==> src/hdl/gls_pkg.sv <==
// Shared types and constants of the grid line-of-sight block.
`default_nettype none
package gls_pkg;

	localparam int COORD_W = 6;
	localparam int ERR_W   = 10;

	typedef logic [COORD_W-1:0] coord_t;
	typedef logic signed [ERR_W-1:0] err_t;

	typedef enum logic {
		CMD_WRITE = 1'b0,
		CMD_QUERY = 1'b1
	} cmd_t;

	typedef enum logic {
		ST_IDLE,
		ST_WALK
	} state_t;

	// Current tile of the line walk and where it lies on the line.
	typedef struct packed {
		coord_t x;
		coord_t y;
		logic   at_start;
		logic   at_end;
	} walk_pos_t;

endpackage
`default_nettype wire

==> src/hdl/gls_walker.sv <==
// Bresenham line stepper: one tile of the line per advance.
`default_nettype none
module gls_walker
	import gls_pkg::*;
(
	input  wire logic   clk,
	input  wire logic   arst_n,
	input  wire logic   load,
	input  wire logic   advance,
	input  wire coord_t start_x,
	input  wire coord_t start_y,
	input  wire coord_t end_x,
	input  wire coord_t end_y,
	output walk_pos_t   pos
);

	coord_t cx_q, cy_q, x0_q, y0_q, x1_q, y1_q;
	err_t   dx_q, dy_q, err_q;
	logic   sx_neg_q, sy_neg_q;
	logic   walking_q;

	err_t        dx_load, dy_load;
	logic signed [ERR_W:0] e2;
	logic        step_x, step_y;
	err_t        err_next;

	always_comb begin
		dx_load = (end_x >= start_x) ? err_t'(end_x - start_x) : err_t'(start_x - end_x);
		dy_load = (end_y >= start_y) ? -err_t'(end_y - start_y) : -err_t'(start_y - end_y);
		e2      = {err_q, 1'b0};
		step_x  = e2 >= (ERR_W+1)'(dy_q);
		step_y  = e2 <= (ERR_W+1)'(dx_q);
		err_next = err_q + (step_x ? dy_q : err_t'(0)) + (step_y ? dx_q : err_t'(0));
	end

	always_ff @(posedge clk or negedge arst_n) begin
		if (!arst_n) begin
			walking_q <= 1'b0;
		end else if (load) begin
			walking_q <= 1'b1;
		end
	end

	always_ff @(posedge clk) begin
		if (load) begin
			cx_q     <= start_x;
			cy_q     <= start_y;
			x0_q     <= start_x;
			y0_q     <= start_y;
			x1_q     <= end_x;
			y1_q     <= end_y;
			dx_q     <= dx_load;
			dy_q     <= dy_load;
			err_q    <= dx_load + dy_load;
			sx_neg_q <= !(start_x < end_x);
			sy_neg_q <= !(start_y < end_y);
		end else if (advance && walking_q) begin
			err_q <= err_next;
			if (step_x) begin
				cx_q <= sx_neg_q ? cx_q - coord_t'(1) : cx_q + coord_t'(1);
			end
			if (step_y) begin
				cy_q <= sy_neg_q ? cy_q - coord_t'(1) : cy_q + coord_t'(1);
			end
		end
	end

	assign pos.x        = cx_q;
	assign pos.y        = cy_q;
	assign pos.at_start = (cx_q == x0_q) && (cy_q == y0_q);
	assign pos.at_end   = (cx_q == x1_q) && (cy_q == y1_q);

endmodule
`default_nettype wire

==> config.mk <==
export PLATFORM = sky130hd
export DESIGN_NAME = gls_walker
export DESIGN_NICKNAME = d
export VERILOG_FILES = /design/src/hdl/gls_pkg.sv /design/src/hdl/gls_walker.sv
export SDC_FILE = /design/constraint.sdc
export NUM_CORES = 1
export LEC_CHECK = 0
export ABC_AREA = 1
export BUFFER_PORTS_ARGS = -buffer_cell sky130_fd_sc_hd__buf_2
export CAP_MARGIN = 20
export CORE_UTILIZATION = 54
export CTS_CLUSTER_SIZE = 14
export DETAILED_ROUTE_END_ITERATION = 7
export PLACE_DENSITY = 0.75
export SYNTH_ARGS = -nofsm -noshare
export SYNTH_HDL_FRONTEND = slang
export SYNTH_SLANG_ARGS = --single-unit
==> constraint.sdc <==
create_clock -name clk -period 3.4 [get_ports clk]
set_input_delay 0.51 -clock clk [delete_from_list [all_inputs] [get_ports clk]]
set_output_delay 0.51 -clock clk [all_outputs]
set_load 0.01 [all_outputs]
==> impl_metrics.ini <==
[grt]
use_met2 = 0.557
grt.busiest_layer = met2
grt_max_degree = 74
grt.total_usage = 0.306
antenna_found_initial = 0
grt_overflow = 0
grt_use_met3 = 0.0517
grt_use_met1 = 0.342
grt_pass1_vias = 5922
grt_pass1_wl_um = 27000

[clock_tree]
numCtsBuffers = 9
clkSinkCount = 66
cts_tree = done
cts_max_path_buffers = 2
clock_latency_ns = 0.36
cts-root-buf = clkbuf_8
cts_max_level = 3
cts.clk_slew.worst_paths_ns = 0.08

[pwr]
p_leak_nw = 4.03
power_density_mw_per_mm2 = 1100
ir_worst_vdd_v = 0.000697
total_power_mw = 8.86

[sta]
finalSetupViolCount = 7
slew_headroom = 0.442
drv_slew = 0
fin_crit_sh = 1.14
worst_pin_slew_ns = 0.837
setup_ws_ns = -0.475
timing.hold.ws_ns = 0.357
fin_crit_ns = 3.88
rsz0062_at_grt = true
fmax_mhz = 258
fin_skew_ns = 0.0125
hold_violations = 0

[min_path]
hp-class = in -> reg
hold_start = end_x[0]

[cells_and_area]
drive_gt1_frac = 0.349
area_growth_pct = 34.8
postLayoutCellArea_mm2 = 0.00803
final_util = 0.764
nets = 1012
n_antenna_cell = 0
n_fill_cell = 674

[setup_path]
crit_path_max_fanout = 5
crit_type = reg -> reg
endpoint_kind = register
crit_required_ns = 3.52
setup.worst_path.start_class = register
critPathLaunch = err_q[1]$_DFFE_PP_
cp.arrival_ns = 3.99
r2r_start = err_q[1]$_DFFE_PP_

[floorplan]
initial_core_util = 0.567
core_area_mm2 = 0.0105
die_area_mm2 = 0.0115
num_rows = 37
io_pins = 42
die_w_um = 107
die_h_um = 107

[logic_synthesis]
async_reset_ff_frac = 0.0152
ys_top_cells_by_area = edfxtp_1 33%, ha_1 15%, nand2_1 9.7%, inv_1 8.3%, fa_1 5.7%
ys_seq_area_frac = 0.332
synthCells = 714
yosys.cell_types.count = 43
ys_warn_count = 0
synth_nets = 830
synthFlopType = edfxtp_1
synth_area_mm2 = 0.00596
synth_top_area_frac = 0.328
synth_top_area_cell = edfxtp_1
ys_ff_latch = 66
synth_area_per_cell_um2 = 8.34
synth-edff-count = 65

[placement]
place_congestion = 0.963
placed_area_mm2 = 0.00722
hpwl_um = 12000
numPortBuffers = 41
dp_slack_ns = -0.363

[detailed_routing]
wl_per_cell_um = 18.0
drt-total-wl_um = 18700
drc = 0
final_antenna_net_count = 0
drtPass1Iterations = 5
drtIter0Drc = 470
vias = 5880
drt-vias-per-instance = 5.67

[outcome]
violations = setup timing
status = complete, but fails checks

[job]
drv_cap = 0
[kinds of logic (layout without fill, tap and decap cells)]
family | count (synthesis) | in the layout | synth area share
muxes | 5 | 5 | 0.00861
AOI/OAI and AO/OA | 100 | 100 | 0.0950
buffers and inverters | 144 | 331 | 0.0947
DFF | 66 | 66 | 0.332
adders and majority gates | 88 | 88 | 0.206
xor gates and xnor gates | 43 | 43 | 0.0632
and+or+nand+nor | 268 | 268 | 0.200
[registers in the layout, indices dropped and copies added (netlist names)]
register,flops
dy_q,10
y1_q,6
cx_q,6
x1_q,6
sx_neg_q,1
walking_q,1
err_q,10
cy_q,6
x0_q,6
sy_neg_q,1
y0_q,6
dx_q,7
[final cells by class]
type / instances / area [um2] / area share
Multi-Input combinational cell: 504 / 3900 / 0.486
Inverter: 137 / 524 / 0.0653
Clock inverter: 5 / 55.1 / 0.00686
Tap cell: 136 / 170 / 0.0212
Timing Repair Buffer: 178 / 1260 / 0.157
Sequential cell: 66 / 1980 / 0.246
Clock buffer: 11 / 141 / 0.0176
[placed cells by master (no fill, tap or decap), types with 4 or more instances in the layout]
master and n:
nand3_1 28, buf_6 6, a21oi_2 8, buf_2 41, a21oi_1 35, ha_4 18, nand4_1 5, a21o_1 4
o21ai_0 23, mux2i_1 4, o21ai_1 4, nor4_1 4, edfxtp_1 65, xor2_1 26, ha_1 53, inv_1 119
nand3_2 6, fa_1 13, inv_2 14, nor2_2 8, nor2_4 8, clkbuf_8 10, buf_4 130, o22ai_1 7
fa_2 4, nand2_2 35, nor2_1 30, xnor2_1 17, nand2_1 130
[power breakdown]
part           internal [mW]  total, mW  switching, mW  leakage, nW
registers               1.21       1.47          0.255        0.652
clock network          0.357      0.696          0.340       0.0953
logic                   3.08       6.70           3.62         3.28
total                   4.65       8.86           4.21         4.03
[through the flow]
stage               setup TNS, ns  cells
floorplan                 -0.0707    714
global placement           -0.852    998
detailed placement          -1.37    998
CTS                         -1.19   1027
global route                -3.25   1037
finish                      -2.49   1037
[worst max-delay path, stage by stage (launching register included)]
cell	delay, ns
edfxtp_1	0.47
buf_6	0.17
ha_4	0.21
a21oi_1	0.20
nand2_2	0.09
nand2_4	0.07
nand3_2	0.07
nand2_2	0.09
nand3_4	0.10
buf_4	0.16
nand2_2	0.05
inv_1	0.05
fa_1	0.56
inv_1	0.08
fa_2	0.42
nor2_4	0.12
o21ai_2	0.07
nand2_2	0.11
a21oi_4	0.07
inv_2	0.07
nand3_2	0.09
nand2_2	0.10
nand2_2	0.07
nand3_2	0.06
nand2_1	0.05
[layer usage]
layer / part of all wire / up-vias
met4: 0.064 / 0
met3: 0.080 / 107
met1: 0.37 / 2722
met5: 0 / -
met2: 0.49 / 358
li1: - / 2693
[synthesized netlist by cell type (all sizes together) (4+ instances only)]
| master | instances |
|---|---|
| mux2i | 4 |
| xnor2 | 17 |
| inv | 136 |
| buf | 4 |
| nand4 | 5 |
| a21oi | 46 |
| o22ai | 7 |
| o21ai | 30 |
| a21o | 4 |
| nor4 | 4 |
| fa | 17 |
| nand3 | 36 |
| nor2 | 46 |
| ha | 71 |
| edfxtp | 65 |
| xor2 | 26 |
| nand2 | 168 |
[what timing repair did]
item / CTS / global route
pin swaps: 35 / 41
gates resized for setup: 47 / 56
buffers inserted: 14 / 11
endpoints found under the hold margin: 1 / 0
hold buffers: 1 / 0
endpoints found under the setup margin: 6 / 8
[worst paths after layout]
check | endpoint | slack [ns] | cells after the start
max in group asynchronous | walking_q$_DFFE_PN0P_ | 2.87 | 2
min reg2reg | walking_q$_DFFE_PN0P_ | 0.48 | 2
max | err_q[9]$_DFFE_PP_ | -0.48 | 24
min | x1_q[0]$_DFFE_PP_ | 0.36 | 1
min in group asynchronous | walking_q$_DFFE_PN0P_ | 0.45 | 2
max reg2reg | err_q[9]$_DFFE_PP_ | -0.48 | 24
(Power assumes the default switching activity.)
